--- src/rtl/plrm_pkg.sv ---
// Shared constants, command and status types for the packet loss rate monitor.
// Used by the channel interfaces, the controller, the datapath and the checker.
package plrm_pkg;

  localparam int unsigned SEQ_W      = 32;
  localparam int unsigned CNT_W      = 32;
  localparam int unsigned CFG_W      = 32;
  localparam int unsigned RATIO_W    = 17;
  localparam int unsigned Q_BITS     = 16;
  localparam int unsigned BIN_W      = 5;
  localparam int unsigned MAX_BURST  = 16;
  localparam int unsigned HIST_DEPTH = MAX_BURST + 1;
  localparam int unsigned HIST_AW    = $clog2(HIST_DEPTH);
  localparam int unsigned DIV_CW     = $clog2(Q_BITS);
  localparam int unsigned CFG_IDX_W  = 2;

  localparam logic [CFG_IDX_W-1:0] CFG_WINDOW_SIZE = 2'd0;
  localparam logic [CFG_IDX_W-1:0] CFG_MAX_SEQ     = 2'd1;
  localparam logic [CFG_IDX_W-1:0] CFG_REORDER_WIN = 2'd2;

  localparam logic [CFG_W-1:0] WINDOW_SIZE_RST = 32'd1000;
  localparam logic [CFG_W-1:0] MAX_SEQ_RST     = 32'd65535;
  localparam logic [CFG_W-1:0] REORDER_WIN_RST = 32'd10000;

  localparam logic [CNT_W-1:0]   CNT_MAX    = {CNT_W{1'b1}};
  localparam logic [RATIO_W-1:0] RATIO_FULL = {1'b1, {Q_BITS{1'b0}}};

  // Commands from the controller to the datapath, one per step of an item.
  typedef struct packed {
    logic load_in;
    logic classify;
    logic resolve;
    logic update;
    logic hist_wr;
    logic close_chk;
    logic close_apply;
    logic ratio_set;
    logic div_step;
    logic out_load;
  } plrm_cmd_t;

  typedef struct packed {
    logic in_action;
    logic close_ge;
    logic div_go;
    logic div_last;
  } plrm_stat_t;

endpackage

--- src/rtl/plrm_ctrl.sv ---
// Sequencing state machine of the packet loss rate monitor.
// Depends on plrm_pkg for the command and status structs.
module plrm_ctrl import plrm_pkg::*; (
  input  logic       clk_i,
  input  logic       rst_ni,
  input  logic       in_valid_i,
  output logic       in_ready_o,
  output logic       out_valid_o,
  input  logic       out_ready_i,
  input  plrm_stat_t stat_i,
  output plrm_cmd_t  cmd_o
);

  localparam logic [3:0] ST_IDLE  = 4'd0;
  localparam logic [3:0] ST_CLASS = 4'd1;
  localparam logic [3:0] ST_LOSS  = 4'd2;
  localparam logic [3:0] ST_UPD   = 4'd3;
  localparam logic [3:0] ST_HWR   = 4'd4;
  localparam logic [3:0] ST_CLOSE = 4'd5;
  localparam logic [3:0] ST_ADJ   = 4'd6;
  localparam logic [3:0] ST_RAT   = 4'd7;
  localparam logic [3:0] ST_DIV   = 4'd8;
  localparam logic [3:0] ST_RD    = 4'd9;
  localparam logic [3:0] ST_FIN   = 4'd10;

  logic [3:0] state_q, state_d;
  logic       out_vld_q, out_vld_d;
  logic       out_free;

  assign out_free    = !out_vld_q || out_ready_i;
  assign out_valid_o = out_vld_q;

  always_comb begin
    state_d    = state_q;
    cmd_o      = '0;
    in_ready_o = 1'b0;
    case (state_q)
      ST_IDLE: begin
        in_ready_o = 1'b1;
        if (in_valid_i) begin
          cmd_o.load_in = 1'b1;
          state_d       = stat_i.in_action ? ST_RD : ST_CLASS;
        end
      end
      ST_CLASS: begin
        cmd_o.classify = 1'b1;
        state_d        = ST_LOSS;
      end
      ST_LOSS: begin
        cmd_o.resolve = 1'b1;
        state_d       = ST_UPD;
      end
      ST_UPD: begin
        cmd_o.update = 1'b1;
        state_d      = ST_HWR;
      end
      ST_HWR: begin
        cmd_o.hist_wr = 1'b1;
        state_d       = ST_CLOSE;
      end
      ST_CLOSE: begin
        cmd_o.close_chk = 1'b1;
        state_d         = stat_i.close_ge ? ST_ADJ : ST_FIN;
      end
      ST_ADJ: begin
        cmd_o.close_apply = 1'b1;
        state_d           = ST_RAT;
      end
      ST_RAT: begin
        cmd_o.ratio_set = 1'b1;
        state_d         = stat_i.div_go ? ST_DIV : ST_FIN;
      end
      ST_DIV: begin
        cmd_o.div_step = 1'b1;
        if (stat_i.div_last) begin
          state_d = ST_FIN;
        end
      end
      ST_RD: begin
        // The histogram read data is registered during this cycle.
        state_d = ST_FIN;
      end
      ST_FIN: begin
        if (out_free) begin
          cmd_o.out_load = 1'b1;
          state_d        = ST_IDLE;
        end
      end
      default: begin
        state_d = ST_IDLE;
      end
    endcase
  end

  always_comb begin
    out_vld_d = out_vld_q;
    if (cmd_o.out_load) begin
      out_vld_d = 1'b1;
    end else if (out_ready_i) begin
      out_vld_d = 1'b0;
    end
  end

  always_ff @(posedge clk_i or negedge rst_ni) begin
    if (!rst_ni) begin
      state_q   <= ST_IDLE;
      out_vld_q <= 1'b0;
    end else begin
      state_q   <= state_d;
      out_vld_q <= out_vld_d;
    end
  end

endmodule

--- config.mk ---
export PLATFORM = sky130hd
export DESIGN_NAME = plrm_ctrl
export DESIGN_NICKNAME = d
export VERILOG_FILES = /design/src/rtl/plrm_pkg.sv /design/src/rtl/plrm_ctrl.sv
export SDC_FILE = /design/constraint.sdc
export NUM_CORES = 1
export LEC_CHECK = 0
export BUFFER_PORTS_ARGS = -buffer_cell sky130_fd_sc_hd__buf_4
export CAP_MARGIN = 20
export CORE_AREA = 2 2 39 41
export DETAILED_ROUTE_END_ITERATION = 8
export DIE_AREA = 0 0 41 43
export HOLD_SLACK_MARGIN = 0.02
export PLACE_DENSITY_LB_ADDON = 0.08
export REMOVE_ABC_BUFFERS = 1
export SLEW_MARGIN = 20
export SYNTH_ARGS = -nofsm -noshare
export SYNTH_HDL_FRONTEND = slang
export SYNTH_SLANG_ARGS = --single-unit
--- constraint.sdc ---
create_clock -name clk_i -period 2.1 [get_ports clk_i]
set_clock_uncertainty 0.05 [all_clocks]
set_input_delay 0.105 -clock clk_i [delete_from_list [all_inputs] [get_ports clk_i]]
set_output_delay 0.105 -clock clk_i [all_outputs]
set_load 0.05 [all_outputs]
== After elaboration in Yosys (flattened, before gate mapping) ==
Index checks and enable logic that the tools add are counted.

* Bits of input ports: 8
* Word-level logic and storage cells: 42
* Output and inout bits: 12
* Register bits: 5

* Mux-type cells: 22
* Reduce and logical (&&, ||, !) cells: 5
* Equality and inequality tests: 13

{| class="wikitable"
|+ Operators with widths
! operator !! number
|-
| case mux 4 bit (11 select lines) || 1
|-
| two-way mux 4 bit || 5
|-
| equality test 4 x 3 -> 1 bit, second input constant || 4
|-
| two-way mux 1 bit || 15
|-
| equality test 4 bit, second input constant || 3
|-
| equality test 4 x 2 -> 1 bit, second input constant || 2
|-
| inequality test 2 bit, second input constant || 3
|-
| equality test 4 x 1 -> 1 bit, second input constant || 1
|-
| zero test 4 bit || 1
|-
| AND reduction 3 bit || 1
|-
| two-way mux 2 bit || 1
|-
| nonzero test 2 bit || 1
|-
| zero test 1 bit || 1
|-
| logical OR 1 bit || 1
|}

== Longest topological paths before layout ==
Gate-level depths: netlist (run 1).

* Word-level depth: 5
* Depth in mapped cells: 4

== Least setup slack after synthesis (run 1) ==
No wires, ideal clock.

* Path type: reg-to-output
* Start point: reg state_q[0]
* End point: out cmd_o[1] (netlist bit)
* Arrival time: 2.203 ns
* Required time: 1.945 ns
* Cell stages (with the launch flop): 3
* Setup slack: -0.258 ns
* Cell sequence: dfrtp_1 -> buf_4 -> nor4b_1

{| class="wikitable"
|+ RTL lines
! what !! line !! text
|-
| start: declaration || plrm_ctrl.sv:26 || <nowiki>logic [3:0] state_q, state_d;</nowiki>
|-
| start signal: assignment || plrm_ctrl.sv:109 || <nowiki>state_q <= state_d;</nowiki>
|-
| end: declaration || plrm_ctrl.sv:11 || <nowiki>output plrm_cmd_t cmd_o</nowiki>
|}

==> results of run 1 <==
-- critical path, delay by kind of cell, from the launching register on --
family | cells | cell delay [ns]
flip-flops | 1 | 0.52
AND/OR/NAND/NOR | 2 | 0.52
buffers and inverters | 1 | 0.19
-- registers in the layout, indices dropped and copies added, names as in the netlist --
register	count
out_valid_o	1
state_q	4
-- where the power goes --
group / total [mW] / switching [mW] / internal (mW)
Clock: 0.108 / 0.0396 / 0.0689
Sequential: 0.281 / 0.141 / 0.139
Combinational: 0.627 / 0.387 / 0.240
Total: 1.02 / 0.568 / 0.448
-- worst paths after layout --
kind / start / depth (start not counted) / slack [ns] / to
min in group asynchronous: rst_ni / 2 / 0.15 / state_q[3]
max reg2reg: state_q[2] / 3 / 0.63 / state_q[3]
max in group asynchronous: rst_ni / 2 / 1.74 / out_valid_o
min: out_ready_i / 2 / 0.03 / out_valid_o
min reg2reg: out_valid_o / 2 / 0.52 / out_valid_o
max: state_q[0] / 3 / 0.47 / cmd_o[9]
-- through the flow --
stage,worst slack [ns],TNS (ns),instances
after CTS,0.441,0,80
after global placement,0.647,0,75
final,0.465,0,80
after floorplan,-0.269,-0.269,40
after global routing,0.372,0,80
after detailed placement,0.634,0,75
-- routing by layer --
layer / wire length, um / part of all wire, % / track usage [%] / vias to the layer above
met5: 0 / 0 / 0 / -
met4: 0 / 0 / 8.00 / 0
met3: 54 / 6.5 / 3.14 / 0
met2: 383 / 46 / 12.5 / 13
met1: 387 / 47 / 15.2 / 173
li1: - / - / - / 194
-- layout make-up --
type	instances	area [um^2]	area share, %
clock inverters	1	5.00	0.883
well taps	16	20.0	3.53
inverters	4	15.0	2.65
clock buffers	3	22.5	3.97
multi-input cells	31	226	40.0
flip-flops and latches	5	125	22.1
repair buffers	20	153	26.9
-- synthesized netlist by cell type (2+ instances only) --
| library cell | instances |
|---|---|
| a21oi_1 | 3 |
| buf_4 | 3 |
| dfrtp_1 | 5 |
| inv_1 | 4 |
| nand2_1 | 2 |
| nand2b_1 | 3 |
| nor2_1 | 3 |
| nor3_1 | 4 |
-- logic make-up (layout without fill, tap and decap cells) --
logic type             Yosys count  after routing
AO/OA/AOI/OAI                   11             11
buffers and inverters            9             28
AND/OR/NAND/NOR                 20             20
flip-flops                       5              5
==> results_dict.tcl, run 1 <==
set metrics [dict create \
    fillers 153 \
    synth-simple-area-share_pct 35.8 \
    setup_violations 0 \
    nNetsFinal 73 \
    cap_violations 0 \
    start_kind "flip-flop" \
    num_rows 14 \
    synth_edf_count 0 \
    cts_sinks 5 \
    synthToLayoutAreaGrowth_pct 39.8 \
    dpl.hpwl_um 615 \
    yosys.area.top_type "dfrtp_1" \
    chipWidth_um 41 \
    finalCritPeriodShare_pct 77.8 \
    coreArea_um2 1380 \
    synth_top_family_by_area "simple AND/OR/NAND/NOR gates" \
    num_vias 380 \
    postLayoutCoreUtil_pct 41.0 \
    arrival_ns 1.48 \
    fin_area_um2 567 \
    critPathRequiredTime_ns 1.95 \
    max_stage_delay_ns 0.52 \
    hold_violations 0 \
    overflow 0 \
    drive_gt1_share_pct 46.9 \
    leakage_nw 0.265 \
    period_needed_ns 1.63 \
    p_per_area_nw_per_um2 1790 \
    antenna_found_initial 0 \
    insertion_delay_ns 0.24 \
    initial_core_util_pct 29.3 \
    status "finished clean" \
    grt_pass1_vias 290 \
    p_total_mw 1.02 \
    yosysSeqAreaShare_pct 30.9 \
    critical_path_peak_fanout 12 \
    gp_congestion 0.699 \
    netlist_area_um2 405 \
    diodes 0 \
    synth_top_area_share_pct 30.9 \
    synthAdderAreaFrac_pct 0 \
    via_per_inst 4.75 \
    synth_area_leaders "dfrtp_1, buf_4, nor4_4" \
    dpl_cell_area_um2 529 \
    yosysWarnings 0 \
    grt_pass1_wl_um 1210 \
    ir_drop_uv 752 \
    drt-initial-drc-count 6 \
    layout_commonest_cell "buf_4" \
    synth_cell_type_count 26 \
    grt_max_degree 14 \
    endpoint_kind "output pin" \
    rsz0062_at_grt "no" \
    drv_slew 0 \
    num_io_pins 20 \
    final_cell_mix "buf_4, dfrtp_1, nor3_1, inv_1" \
    synthArstFlopShare_pct 100 \
    cts.clk_slew.worst_paths_ns 0.05 \
    cts_tree "built" \
    final_antenna_net_count 0 \
    drc 0 \
    drt_wl_total_um 825 \
    die_h_um 43 \
    critPathKind "reg2out" \
    postCtsSetupBuffers 0 \
    cts_buffer_depth 2 \
    min_path_type "in2reg" \
    crit_chain "nor4_4 -> and2_1 -> buf_4" \
    cp_slowest_cell "dfrtp_1" \
    synthFlopType "dfrtp_1" \
    ctsResizeCount 0 \
    holdWs_ns 0.0310 \
    syn_inst 45 \
    dr.pass1.iters 3 \
    root_buffer "clkbuf_4" \
    synthXorXnorAreaFrac_pct 0 \
    worst_pin_slew_ns 0.485 \
    syn_avg_cell_area_um2 9.01 \
    max_slew_margin_pct 67.7 \
    ys_ff_latch 5 \
    cts_buffers 3 \
    hold_buffers 1 \
    design.die.area_um2 1760 \
    fmax_mhz 612 \
    htreeDepth 1 \
    wl_per_cell_um 10.3 \
    synth_mux_area_share_pct 0 \
    grt_use_total_pct 10.5 \
    io_buffers 19 \
    synth_compound_area_share_pct 20.1 \
]
Power figures use the tool's default switching activity.
==> run 2: changes to the inputs <==
- clock period: 2.1 -> 1.31 ns (I/O delays scaled with it)
==> results_dict.tcl, run 2 (synthesis gave the netlist of run 1 again) <==
set metrics [dict create \
    worst_pin_slew_ns 0.246 \
    violations "setup timing" \
    synthToLayoutAreaGrowth_pct 105 \
    fmax_mhz 680 \
    design.die.area_um2 1760 \
    setup_violations 11 \
    overflow 0 \
    diodes 0 \
    min_path_type "in2reg" \
    dpl.hpwl_um 723 \
    hold_violations 0 \
    final_cell_mix "buf_4, buf_6, inv_1" \
    largest_register_ffs 4 \
    final_antenna_net_count 0 \
    start_kind "flip-flop" \
    max_slew_margin_pct 83.5 \
    dr.pass1.iters 2 \
    grt_pass1_wl_um 1750 \
    drv_slew 0 \
    root_buffer "clkbuf_4" \
    drive_gt1_share_pct 66.7 \
    critical_path_peak_fanout 6 \
    postLayoutCoreUtil_pct 59.9 \
    insertion_delay_ns 0.25 \
    num_rows 14 \
    io_buffers 19 \
    chipWidth_um 41 \
    leakage_nw 0.370 \
    endpoint_kind "output pin" \
    drt-initial-drc-count 5 \
    antenna_found_initial 0 \
    die_h_um 43 \
    gp_congestion 0.663 \
    dpl_cell_area_um2 582 \
    finalCritPeriodShare_pct 112 \
    num_vias 448 \
    status "finished with violations" \
    cap_violations 0 \
    period_needed_ns 1.47 \
    coreArea_um2 1380 \
    critPathRequiredTime_ns 1.19 \
    rsz0062_at_grt "yes" \
    setup_ws_ns -0.161 \
    fin_area_um2 830 \
    drt_wl_total_um 1100 \
    layout_commonest_cell "buf_4" \
    drc 0 \
    num_io_pins 20 \
    grt_use_total_pct 14.9 \
    wl_per_cell_um 11.4 \
    cts_buffers 3 \
    p_per_area_nw_per_um2 2820 \
    htreeDepth 1 \
    cts_buffer_depth 2 \
    grt_max_degree 12 \
    initial_core_util_pct 29.3 \
    grt_pass1_vias 423 \
    nNetsFinal 90 \
    cts.clk_slew.worst_paths_ns 0.05 \
    top_register "state_q" \
    via_per_inst 4.62 \
    critPathKind "reg2out" \
    arrival_ns 1.36 \
    cts_tree "built" \
    ir_drop_uv 1420 \
    cts_sinks 5 \
]
[run 2: cell count changes in the layout (fill, tap and decap cells not counted), sizes merged]
cell	before	now
buf	19	34
dlygate4sd3	1	3
clkbuf	3	4
clkinv	1	0
[run 2: cell type report]
type,count,area (um^2)
Multi-Input combinational cell,31,302
Sequential cell,5,129
Clock buffer,4,26.3
Inverter,4,15.0
Fill cell,121,554
Timing Repair Buffer,37,338
Tap cell,16,20.0
[run 2: path summary, 6_finish.rpt]
check / to / startpoint / cells after the start / slack, ns
hold / removal: state_q[1] / stat_i[1] / 3 / 0.09
min in group asynchronous: state_q[3] / rst_ni / 2 / 0.10
hold reg to reg: out_valid_o / out_valid_o / 2 / 0.53
max in group asynchronous: state_q[0] / rst_ni / 2 / 0.98
setup / recovery: cmd_o[9] / state_q[1] / 3 / -0.16
setup reg to reg: state_q[3] / state_q[1] / 4 / -0.01
[run 2: worst max-delay path, stage by stage (launching register included)]
cell     delay [ns]
dfrtp_2        0.46
nor4_4         0.31
and2_1         0.18
buf_6          0.16
[run 2: where the power goes]
group / total (mW) / leakage [nW] / switching, mW / internal (mW)
clock: 0.187 / 0.0150 / 0.0716 / 0.116
combinational: 1.80 / 0.295 / 0.954 / 0.842
sequential: 0.353 / 0.0603 / 0.117 / 0.236
[run 2: per-layer routing]
| metal | global-route usage [%] | vias to the layer above | part of all wire (%) |
|---|---|---|---|
| met5 | 0 | - | 0 |
| met4 | 10.0 | 0 | 1.5 |
| met3 | 3.66 | 2 | 5.5 |
| met2 | 21.9 | 15 | 50 |
| met1 | 18.3 | 201 | 42 |
| li1 | - | 230 | - |
[run 2: timing repair]
action,in CTS,in global routing
setup endpoints to repair,12,14
endpoints found under the hold margin,7,0
cloned,0,0
gates resized for setup,25,5
hold buffers,3,0
pin swaps,3,3
buffers inserted,8,2
[run 2: through the flow]
stage	TNS (ns)	power [mW]	cells	setup WS [ns]	hold slack [ns]
4_1_cts	-1.05	2.25	96	-0.161	0.0760
2_1_floorplan	-5.09	1.17	40	-1.02	-0.280
5_1_grt	-1.68	2.48	97	-0.218	0.114
3_5_place_dp	0	1.60	82	0.00931	-0.178
3_3_place_gp	-0.00694	1.62	82	-0.00694	-0.177
6_report	-0.905	2.34	97	-0.161	0.0868
