===== src/rtl/plrm_pkg.sv =====
// Shared constants, command and status types for the packet loss rate monitor.
// Used by the channel interfaces, the controller, the datapath and the checker.
package plrm_pkg;

  localparam int unsigned SEQ_W      = 32;
  localparam int unsigned CNT_W      = 32;
  localparam int unsigned CFG_W      = 32;
  localparam int unsigned RATIO_W    = 17;
  localparam int unsigned Q_BITS     = 16;
  localparam int unsigned BIN_W      = 5;
  localparam int unsigned MAX_BURST  = 16;
  localparam int unsigned HIST_DEPTH = MAX_BURST + 1;
  localparam int unsigned HIST_AW    = $clog2(HIST_DEPTH);
  localparam int unsigned DIV_CW     = $clog2(Q_BITS);
  localparam int unsigned CFG_IDX_W  = 2;

  localparam logic [CFG_IDX_W-1:0] CFG_WINDOW_SIZE = 2'd0;
  localparam logic [CFG_IDX_W-1:0] CFG_MAX_SEQ     = 2'd1;
  localparam logic [CFG_IDX_W-1:0] CFG_REORDER_WIN = 2'd2;

  localparam logic [CFG_W-1:0] WINDOW_SIZE_RST = 32'd1000;
  localparam logic [CFG_W-1:0] MAX_SEQ_RST     = 32'd65535;
  localparam logic [CFG_W-1:0] REORDER_WIN_RST = 32'd10000;

  localparam logic [CNT_W-1:0]   CNT_MAX    = {CNT_W{1'b1}};
  localparam logic [RATIO_W-1:0] RATIO_FULL = {1'b1, {Q_BITS{1'b0}}};

  // Commands from the controller to the datapath, one per step of an item.
  typedef struct packed {
    logic load_in;
    logic classify;
    logic resolve;
    logic update;
    logic hist_wr;
    logic close_chk;
    logic close_apply;
    logic ratio_set;
    logic div_step;
    logic out_load;
  } plrm_cmd_t;

  typedef struct packed {
    logic in_action;
    logic close_ge;
    logic div_go;
    logic div_last;
  } plrm_stat_t;

endpackage


===== src/rtl/plrm_dp.sv =====
// Datapath of the packet loss rate monitor: registers, burst histogram,
// window accounting and the bit-serial ratio divider. Depends on plrm_pkg.
module plrm_dp import plrm_pkg::*; (
  input  logic                 clk_i,
  input  logic                 rst_ni,
  input  logic                 cfg_we_i,
  input  logic [CFG_IDX_W-1:0] cfg_idx_i,
  input  logic [CFG_W-1:0]     cfg_wdata_i,
  input  logic                 action_i,
  input  logic [SEQ_W-1:0]     seq_i,
  input  logic [BIN_W-1:0]     bin_index_i,
  input  plrm_cmd_t            cmd_i,
  output plrm_stat_t           stat_o,
  output logic [CNT_W-1:0]     lost_here_o,
  output logic                 was_reordered_o,
  output logic                 was_wrap_gap_o,
  output logic                 window_closed_o,
  output logic [RATIO_W-1:0]   loss_ratio_q16_o,
  output logic [CNT_W-1:0]     measurements_o,
  output logic [CNT_W-1:0]     reorder_total_o,
  output logic [CNT_W-1:0]     bin_count_o
);

  // Configuration
  logic [CFG_W-1:0] win_size_q, max_seq_q, reorder_q;

  // Architectural state
  logic [SEQ_W-1:0]   last_seq_q;
  logic [CNT_W-1:0]   win_cnt_q, win_loss_q;
  logic               first_q;
  logic [RATIO_W-1:0] ratio_q;
  logic [CNT_W-1:0]   meas_q, late_tot_q;

  // Per-item working registers
  logic               act_q;
  logic [SEQ_W-1:0]   seq_q;
  logic [BIN_W-1:0]   bin_q;
  logic               inorder_q, gt_q;
  logic [SEQ_W-1:0]   back_q, gapl_q;
  logic [CNT_W-1:0]   lost_q;
  logic               late_q, wrap_q, closed_q, hist_hit_q;
  logic [CNT_W-1:0]   excess_q, adj_q;
  logic [CNT_W-1:0]   rem_q;
  logic [Q_BITS-1:0]  quo_q;
  logic [DIV_CW-1:0]  dcnt_q;

  // Histogram memory with reset-cleared valid bits
  logic [CNT_W-1:0]      hist_mem [HIST_DEPTH];
  logic [HIST_DEPTH-1:0] hist_vld_q;
  logic [CNT_W-1:0]      rd_data_q;
  logic                  rd_vld_q;
  logic [BIN_W-1:0]      rd_addr;
  logic                  rd_ok;
  logic [HIST_AW-1:0]    rd_idx;
  logic [HIST_AW-1:0]    wr_idx;
  logic [CNT_W-1:0]      rd_eff;
  logic [CNT_W-1:0]      hist_inc;

  // Combinational helpers
  logic               late_c, wrap_c, gap_c;
  logic [CNT_W-1:0]   wrap_lost;
  logic [CNT_W+1:0]   cnt_sum;
  logic [CNT_W:0]     loss_sum;
  logic [CNT_W:0]     rem2, rem_sub;
  logic               div_ge;
  logic [CNT_W-1:0]   rem_d;
  logic [Q_BITS-1:0]  quo_d;

  assign rd_addr  = act_q ? bin_q : lost_q[BIN_W-1:0];
  assign rd_ok    = act_q ? (bin_q <= BIN_W'(MAX_BURST)) : hist_hit_q;
  assign rd_idx   = rd_ok ? rd_addr[HIST_AW-1:0] : '0;
  assign wr_idx   = lost_q[HIST_AW-1:0];
  assign rd_eff   = rd_vld_q ? rd_data_q : '0;
  assign hist_inc = (rd_eff == CNT_MAX) ? CNT_MAX : rd_eff + CNT_W'(1);

  assign late_c    = !inorder_q && !gt_q && (back_q < reorder_q);
  assign wrap_c    = !inorder_q && !gt_q && !(back_q < reorder_q);
  assign gap_c     = !inorder_q && gt_q;
  assign wrap_lost = (back_q <= max_seq_q) ? max_seq_q - back_q : '0;

  assign cnt_sum  = {2'b00, win_cnt_q} + {2'b00, lost_q} + (CNT_W+2)'(1);
  assign loss_sum = {1'b0, win_loss_q} + {1'b0, lost_q};

  // One quotient bit per cycle; the remainder always stays below the window size.
  assign rem2    = {rem_q, 1'b0};
  assign rem_sub = rem2 - {1'b0, win_size_q};
  assign div_ge  = rem2 >= {1'b0, win_size_q};
  assign rem_d   = div_ge ? rem_sub[CNT_W-1:0] : rem2[CNT_W-1:0];
  assign quo_d   = {quo_q[Q_BITS-2:0], div_ge};

  assign stat_o.in_action = action_i;
  assign stat_o.close_ge  = win_cnt_q >= win_size_q;
  assign stat_o.div_go    = (win_size_q != '0) && (adj_q < win_size_q);
  assign stat_o.div_last  = dcnt_q == DIV_CW'(Q_BITS - 1);

  always_ff @(posedge clk_i or negedge rst_ni) begin
    if (!rst_ni) begin
      win_size_q <= WINDOW_SIZE_RST;
      max_seq_q  <= MAX_SEQ_RST;
      reorder_q  <= REORDER_WIN_RST;
    end else if (cfg_we_i) begin
      case (cfg_idx_i)
        CFG_WINDOW_SIZE: win_size_q <= cfg_wdata_i;
        CFG_MAX_SEQ:     max_seq_q  <= cfg_wdata_i;
        CFG_REORDER_WIN: reorder_q  <= cfg_wdata_i;
        default: begin
        end
      endcase
    end
  end

  always_ff @(posedge clk_i or negedge rst_ni) begin
    if (!rst_ni) begin
      last_seq_q <= '0;
      win_cnt_q  <= '0;
      win_loss_q <= '0;
      first_q    <= 1'b1;
      ratio_q    <= '0;
      meas_q     <= '0;
      late_tot_q <= '0;
      hist_vld_q <= '0;
      dcnt_q     <= '0;
    end else begin
      if (cmd_i.update) begin
        if (late_q) begin
          late_tot_q <= late_tot_q + CNT_W'(1);
          // A saturated count first stays at the top, then loses the late packet.
          win_cnt_q  <= (win_cnt_q == CNT_MAX) ? CNT_MAX - CNT_W'(1) : win_cnt_q;
        end else begin
          last_seq_q <= seq_q;
          win_cnt_q  <= (cnt_sum[CNT_W+1:CNT_W] != 2'b00) ? CNT_MAX : cnt_sum[CNT_W-1:0];
          win_loss_q <= loss_sum[CNT_W] ? CNT_MAX : loss_sum[CNT_W-1:0];
        end
      end
      if (cmd_i.hist_wr && hist_hit_q) begin
        hist_vld_q[wr_idx] <= 1'b1;
      end
      if (cmd_i.close_apply) begin
        win_cnt_q  <= excess_q;
        win_loss_q <= excess_q;
        meas_q     <= meas_q + CNT_W'(1);
        first_q    <= 1'b0;
      end
      if (cmd_i.ratio_set) begin
        if (win_size_q == '0) begin
          if (adj_q != '0) begin
            ratio_q <= RATIO_FULL;
          end
        end else if (adj_q >= win_size_q) begin
          ratio_q <= RATIO_FULL;
        end
        dcnt_q <= '0;
      end
      if (cmd_i.div_step) begin
        dcnt_q <= dcnt_q + DIV_CW'(1);
        if (stat_o.div_last) begin
          ratio_q <= {1'b0, quo_d};
        end
      end
    end
  end

  always_ff @(posedge clk_i) begin
    if (cmd_i.hist_wr && hist_hit_q) begin
      hist_mem[wr_idx] <= hist_inc;
    end
  end

  always_ff @(posedge clk_i or negedge rst_ni) begin
    if (!rst_ni) begin
      rd_vld_q <= 1'b0;
    end else begin
      rd_vld_q <= rd_ok && hist_vld_q[rd_idx];
    end
  end

  always_ff @(posedge clk_i) begin
    rd_data_q <= hist_mem[rd_idx];
  end

  always_ff @(posedge clk_i or negedge rst_ni) begin
    if (!rst_ni) begin
      act_q      <= 1'b0;
      lost_q     <= '0;
      late_q     <= 1'b0;
      wrap_q     <= 1'b0;
      closed_q   <= 1'b0;
      hist_hit_q <= 1'b0;
    end else begin
      if (cmd_i.load_in) begin
        act_q      <= action_i;
        lost_q     <= '0;
        late_q     <= 1'b0;
        wrap_q     <= 1'b0;
        closed_q   <= 1'b0;
        hist_hit_q <= 1'b0;
      end
      if (cmd_i.resolve) begin
        late_q     <= late_c;
        wrap_q     <= wrap_c;
        hist_hit_q <= gap_c && (gapl_q <= CNT_W'(MAX_BURST));
        lost_q     <= gap_c ? gapl_q : (wrap_c ? wrap_lost : '0);
      end
      if (cmd_i.close_chk) begin
        closed_q <= stat_o.close_ge;
      end
    end
  end

  always_ff @(posedge clk_i) begin
    if (cmd_i.load_in) begin
      seq_q <= seq_i;
      bin_q <= bin_index_i;
    end
    if (cmd_i.classify) begin
      inorder_q <= ({1'b0, seq_q} == ({1'b0, last_seq_q} + (SEQ_W+1)'(1))) || first_q ||
                   (last_seq_q == max_seq_q) || (seq_q == '0);
      gt_q      <= seq_q > last_seq_q;
      back_q    <= last_seq_q - seq_q;
      // seq - last - 1 equals seq + ~last in modular arithmetic.
      gapl_q    <= seq_q + ~last_seq_q;
    end
    if (cmd_i.close_chk) begin
      excess_q <= win_cnt_q - win_size_q;
    end
    if (cmd_i.close_apply) begin
      adj_q <= (win_loss_q > excess_q) ? win_loss_q - excess_q : '0;
    end
    if (cmd_i.ratio_set) begin
      rem_q <= adj_q;
      quo_q <= '0;
    end
    if (cmd_i.div_step) begin
      rem_q <= rem_d;
      quo_q <= quo_d;
    end
    if (cmd_i.out_load) begin
      lost_here_o      <= lost_q;
      was_reordered_o  <= late_q;
      was_wrap_gap_o   <= wrap_q;
      window_closed_o  <= closed_q;
      loss_ratio_q16_o <= ratio_q;
      measurements_o   <= meas_q;
      reorder_total_o  <= late_tot_q;
      bin_count_o      <= act_q ? rd_eff : '0;
    end
  end

endmodule


===== config.mk =====
export PLATFORM = sky130hd
export DESIGN_NAME = plrm_dp
export DESIGN_NICKNAME = d
export VERILOG_FILES = /design/src/rtl/plrm_pkg.sv /design/src/rtl/plrm_dp.sv
export SDC_FILE = /design/constraint.sdc
export NUM_CORES = 2
export LEC_CHECK = 0
export BUFFER_PORTS_ARGS = -buffer_cell sky130_fd_sc_hd__buf_4
export CAP_MARGIN = 20
export CORE_ASPECT_RATIO = 1.2
export CORE_MARGIN = 5
export CORE_UTILIZATION = 57
export DETAILED_ROUTE_END_ITERATION = 10
export GPL_ROUTABILITY_DRIVEN = 0
export HOLD_SLACK_MARGIN = 0.08
export PLACE_DENSITY = 0.8
export SETUP_SLACK_MARGIN = 0.1
export SLEW_MARGIN = 10
export SYNTH_ARGS = -nofsm -noshare
export SYNTH_HDL_FRONTEND = slang
export SYNTH_SLANG_ARGS = --single-unit
export TNS_END_PERCENT = 30

===== constraint.sdc =====
create_clock -name clk_i -period 4.5 [get_ports clk_i]
set_input_delay 0.675 -clock clk_i [delete_from_list [all_inputs] [get_ports clk_i]]
set_output_delay 0.675 -clock clk_i [all_outputs]
set_load 0.02 [all_outputs]

Word-level counts from Yosys, hierarchy flattened
Memory sizes are Yosys's and may differ from the RTL's. A register that Yosys moved wholly into a read port is not among the register bits.
Cells that the tools add are included.
{"block": "word_totals", "word_cells": 152, "latchBits": 0, "mem_bits_ro": 0, "mem_count": 1, "output_inout_bits": 152, "input_bits": 85, "ramBits": 544, "regBits": 695}
{"name": "hist_mem", "words": 17, "width": 32, "rd": 1, "rd_ports_with_merged_regs": 1, "write_ports": 1, "line_no": "plrm_dp.sv:48", "rtl": "logic [CNT_W-1:0] hist_mem [HIST_DEPTH];"}
{"block": "classes", "n_reduce_logical": 32, "order_cmp": 13, "n_mul": 0, "div_mod_pow": 0, "mux": 43, "n_addsub": 14, "shifts": 0, "bitwise_logic": 3, "n_eq_ne": 9}
{"cell": "32-bit 2-to-1 mux", "n": 19}
{"cell": "32-bit subtractor", "n": 5}
{"cell": "17-bit 2-to-1 mux", "n": 6}
{"cell": "32-bit by 1-bit adder with 32-bit output (second input constant)", "n": 3}
{"cell": "32-bit by 32-bit adder with 33-bit output", "n": 2}
{"cell": "32-bit equality test (second input constant)", "n": 2}
{"cell": "32-bit greater-or-equal comparator", "n": 2}
{"cell": "32-bit greater-than comparator", "n": 2}
{"cell": "32-bit logical NOT", "n": 2}
{"cell": "32-bit < comparator", "n": 2}
{"cell": "32-bit nonzero test", "n": 2}
{"cell": "33-bit by 1-bit adder with 34-bit output (second input constant)", "n": 1}
{"cell": "32-bit by 1-bit adder with 33-bit output (second input constant)", "n": 1}
{"cell": "32-bit by 33-bit equality test with 1-bit output", "n": 1}
{"cell": "33-bit by 32-bit greater-or-equal comparator with 1-bit output", "n": 1}
{"cell": "32-bit adder", "n": 1}
{"cell": "32-bit equality test", "n": 1}
{"cell": "32-bit less-or-equal comparator", "n": 1}
{"cell": "32-bit by 5-bit less-or-equal comparator with 1-bit output (second input constant)", "n": 1}
{"cell": "32-bit NOT", "n": 1}
{"cell": "15-bit 2-to-1 mux", "n": 2}
{"cell": "17-bit OR", "n": 1}
{"cell": "2-bit AND reduction", "n": 7}
{"cell": "5-bit by 6-bit < comparator with 1-bit output (second input constant)", "n": 2}
{"cell": "19 further kinds", "n": 46}

Depth between registers and ports, before layout
{"block": "logic_depth", "word_depth": 7, "depth_mapped": 15}

Worst setup path after synthesis
Ideal clock, no wire load.
{"block": "synth_path", "path_kind": "in2reg", "startpoint": "in cmd_i[5] (netlist bit)", "endpoint": "mem hist_mem[16][0], enable pin", "arrival_time_ns": 4.379, "path_slack_ns": -0.394, "setup_ns": 0.515, "path_stages": 4, "cell_sequence": "nand2_1 nor2_1 nand2_1 nor4b_1"}
{"block": "synth_via", "elab_chain_cells": 3}
{"item": "from (decl)", "line_no": "plrm_dp.sv:12", "rtl": "input plrm_cmd_t cmd_i,"}
{"item": "1-bit logical AND", "line_no": "plrm_dp.sv:164", "rtl": "if (cmd_i.hist_wr && hist_hit_q) begin"}
{"item": "1-bit 2-to-1 mux", "line_no": "plrm_dp.sv:164"}
{"item": "1-bit 2-to-1 mux (implied by the code)", "line_no": "plrm_dp.sv:165", "rtl": "hist_mem[wr_idx] <= hist_inc;"}
{"item": "to (decl)", "line_no": "plrm_dp.sv:48"}
No other way between the ends.

==> results.json <==
{
  "run_status": "finished, final reports clean",
  "postSynth.topFlopCell": "edfxtp_1",
  "hpwl_mm": 121,
  "timing.setup.critical_path_class": "reg2out",
  "finClkSkew_ps": 72.4,
  "rsz0062_at_grt": "true",
  "worstPathCellList": "inv_1 > ha_4 > a21o_1 > a21o_1 > a21oi_1 > nor3_1 > a311oi_1 > buf_4 > a41oi_2 > nand3_1 > nand2_2 > a31oi_4 > o21ai_1 > buf_4",
  "globalRoute.totalOverflow": 0,
  "final_design_area_no_fill_um2": 72600,
  "timing.hold.worst.start": "seq_i[4]",
  "mean_instance_size_in_the_synthesized_netlist_um2": 11.2,
  "achievable-frequency_ghz": 0.231,
  "clock_latency_ps": 790,
  "max_flop_register": "hist_mem",
  "drt_iter0_markers": 6238,
  "clk_transition_reported_paths_ps": 60,
  "preCtsSetupSlack_ps": 626,
  "worstSetupStartpoint": "win_size_q[7]$_DFFE_PN1P_",
  "cp-end-kind": "primary output",
  "placed_cell_area_um2": 68100,
  "clk_path_buf_depth": 3,
  "placement.io_buffers": 236,
  "power.static_leakage_uw": 0.0289,
  "row_count": 135,
  "number_of_antenna_violations_at_the_first_check_in_global_routing": 9,
  "grt_pass1_vias": 47000,
  "cp_num_buf_inv": 3,
  "synth_warn": 0,
  "period_share": 0.961,
  "hold_slack_ps": 130,
  "area_growth_syn_to_layout_pct": 13.0,
  "worst-endpoint-arrival_ps": 3650,
  "hold_violations": 0,
  "async_reset_ff_frac": 0.262,
  "floorplan.die.width_um": 316,
  "crit_family": "compound AO/OA/AOI/OAI gates",
  "largest_reg_flops": 544,
  "routed-via-count": 48300,
  "reg2reg_from": "lost_q[0]$_DFFE_PN0P_",
  "die-area_um2": 120000,
  "start_util": 0.571,
  "final_antenna_net_count": 0,
  "slew-limit-headroom": 0.296,
  "cts.htree.levels": 3,
  "syn_std_cell_area_um2": 64200,
  "worst-slew-pin-transition_ps": 1050,
  "grt_start_max_net_pins": 101,
  "floorplan.die.height_um": 378,
  "timing.critical_path.slowest_stage_cell": "dfstp_2",
  "ys_types": 105,
  "timing.final.max_slew_violations": 0,
  "totalNegativeSetupSlack_ps": 0,
  "global_route_wire_length_before_repair_mm": 270,
  "ys_seq_elements": 1271,
  "synth_seq_area_share": 0.564,
  "clkSinkCount": 1271,
  "synth_edf_count": 906,
  "route.detailed.vias_per_inst": 6.37,
  "startpoint_type": "flip-flop",
  "tritoncts": "yes",
  "routed_wire_length_per_instance_um": 23.4,
  "cts_buf_count": 119,
  "drt_first_pass_iters": 8,
  "drcViolationCount": 0,
  "timing.final.setup_violations": 0,
  "cts_root_buf": "clkbuf_16",
  "final.setup.worst_slack_ps": 174,
  "groute.usage.overall": 0.291,
  "crit_path_max_fanout": 5,
  "gate_count_post_synth": 5722,
  "minimum_period_implied_by_the_final_worst_setup_slack_ps": 4330,
  "hp-class": "in2reg",
  "design.core.area_um2": 112000,
  "maxCapViolations": 0,
  "power.density_nw_per_um2": 596,
  "drive_above_1_share": 0.126,
  "vdd.ir_drop.worst_v": 0.000387,
  "final_net_count": 6371,
  "syn_nets": 6136,
  "io_pins": 237,
  "route.final.wire_length_mm": 178,
  "critPathRequiredTime_ps": 3830,
  "worst_path_largest_cell_delay_ps": 550
}
[through the flow]
step	power, µW	instances	util
after floorplan	27700	5722	-
after global placement	31700	7311	0.605
after detailed placement	32200	7313	0.605
after CTS	42900	7564	0.644
after global routing	45500	7570	0.645
final	43300	7571	0.645
[cells in the final DEF, fill, tap and decap left out, types with 43 or more instances in the layout]
cell type  synthesis  routed
edfxtp_1         906     906
nand2_1          703     702
buf_4              4     335
ha_1             322     321
a21oi_1          308     304
dfrtp_1          305     304
o21ai_0          283     282
inv_1            263     262
nand3_1          254     254
xnor2_1          254     254
nor2_1           234     216
a21o_1           146     144
o221ai_1         134     134
xor2_1           130     130
clkbuf_16          0     120
nand4_1          102     102
and3_1           102     102
nor3_1            69      68
mux2_2            68      68
o21ai_1           65      66
a311oi_1          66      66
o22ai_1           66      65
a31oi_1           56      55
nor4_1            48      48
o31ai_1           44      43
[area by class of cell]
type | instances | area [µm²]
Fill cell | 8295 | 39900
Antenna cell | 1 | 2.50
Timing Repair Buffer | 374 | 3020
Multi-Input combinational cell | 3924 | 26300
Clock inverter | 72 | 895
Inverter | 267 | 1000
Tap cell | 1507 | 1890
Sequential cell | 1271 | 36200
Clock buffer | 155 | 3270
[cells in the mapped netlist, types with 28 or more instances]
master,instances,area share
inv_1,263,0.015
nand3_1,254,0.020
o221ai_1,134,0.018
nor3_1,69,0.0054
o21ai_0,283,0.022
dfrtp_1,305,0.12
nor2b_1,31,0.0030
a21o_1,146,0.017
nor4_1,48,0.0047
a31oi_1,56,0.0055
edfxtp_1,906,0.42
o21bai_1,36,0.0042
xor2_1,130,0.018
a211oi_1,30,0.0035
dfstp_2,28,0.011
o31ai_1,44,0.0051
mux2_2,68,0.012
clkbuf_1,185,0.011
nand2b_1,34,0.0033
xnor2_1,254,0.035
o21ai_1,65,0.0051
nand2_1,703,0.041
buf_2,45,0.0035
a21oi_1,308,0.024
and2_1,35,0.0034
nor2_1,234,0.014
and3_1,102,0.0099
ha_1,322,0.063
dfxtp_1,32,0.010
a311oi_1,66,0.0090
nand4_1,102,0.0099
o22ai_1,66,0.0064
[report_power, final]
group,internal (µW),switching (µW),total (µW)
sequential,14600,1740,16300
combinational,6600,9770,16400
clock,5980,4570,10600
[path summary, 6_finish.rpt]
path / to / slack, ps / cells past startpoint
max reg2reg: win_cnt_q[21]$_DFFE_PN0P_ / 600 / 15
min in group asynchronous: last_seq_q[31]$_DFFE_PN0P_ / 510 / 2
max in group asynchronous: first_q$_DFFE_PN1P_ / 2880 / 3
min: seq_q[4]$_DFFE_PP_ / 130 / 1
min reg2reg: rd_data_q[26]$_DFF_P_ / 440 / 2
max: stat_o[2] / 170 / 14
[metal layers]
layer,global-route usage,part of all wire,up-vias
met2,0.465,0.47,2603
li1,-,-,21800
met3,0.0519,0.095,550
met1,0.387,0.38,23300
met5,0,0.00042,-
met4,0.143,0.056,12
[repair_timing]
action,in CTS,in global routing
setup endpoints to repair,2,2
pin swaps,0,2
hold endpoints to repair,98,0
hold buffers,23,0
gates resized for setup,7,5
setup buffers,1,3
[cell families (layout without fill, tap and decap cells)]
group,count (synthesis),after routing,synth area share
DFF,1271,1271,0.564
AOI/OAI and AO/OA,1447,1447,0.150
xor gates and xnor gates,384,384,0.0524
and+or+nand+nor,1691,1691,0.124
muxes,73,73,0.0127
buffers and inverters,527,868,0.0320
other,0,1,0
adders and majority gates,329,329,0.0649
Power figures use the tool's default switching activity.
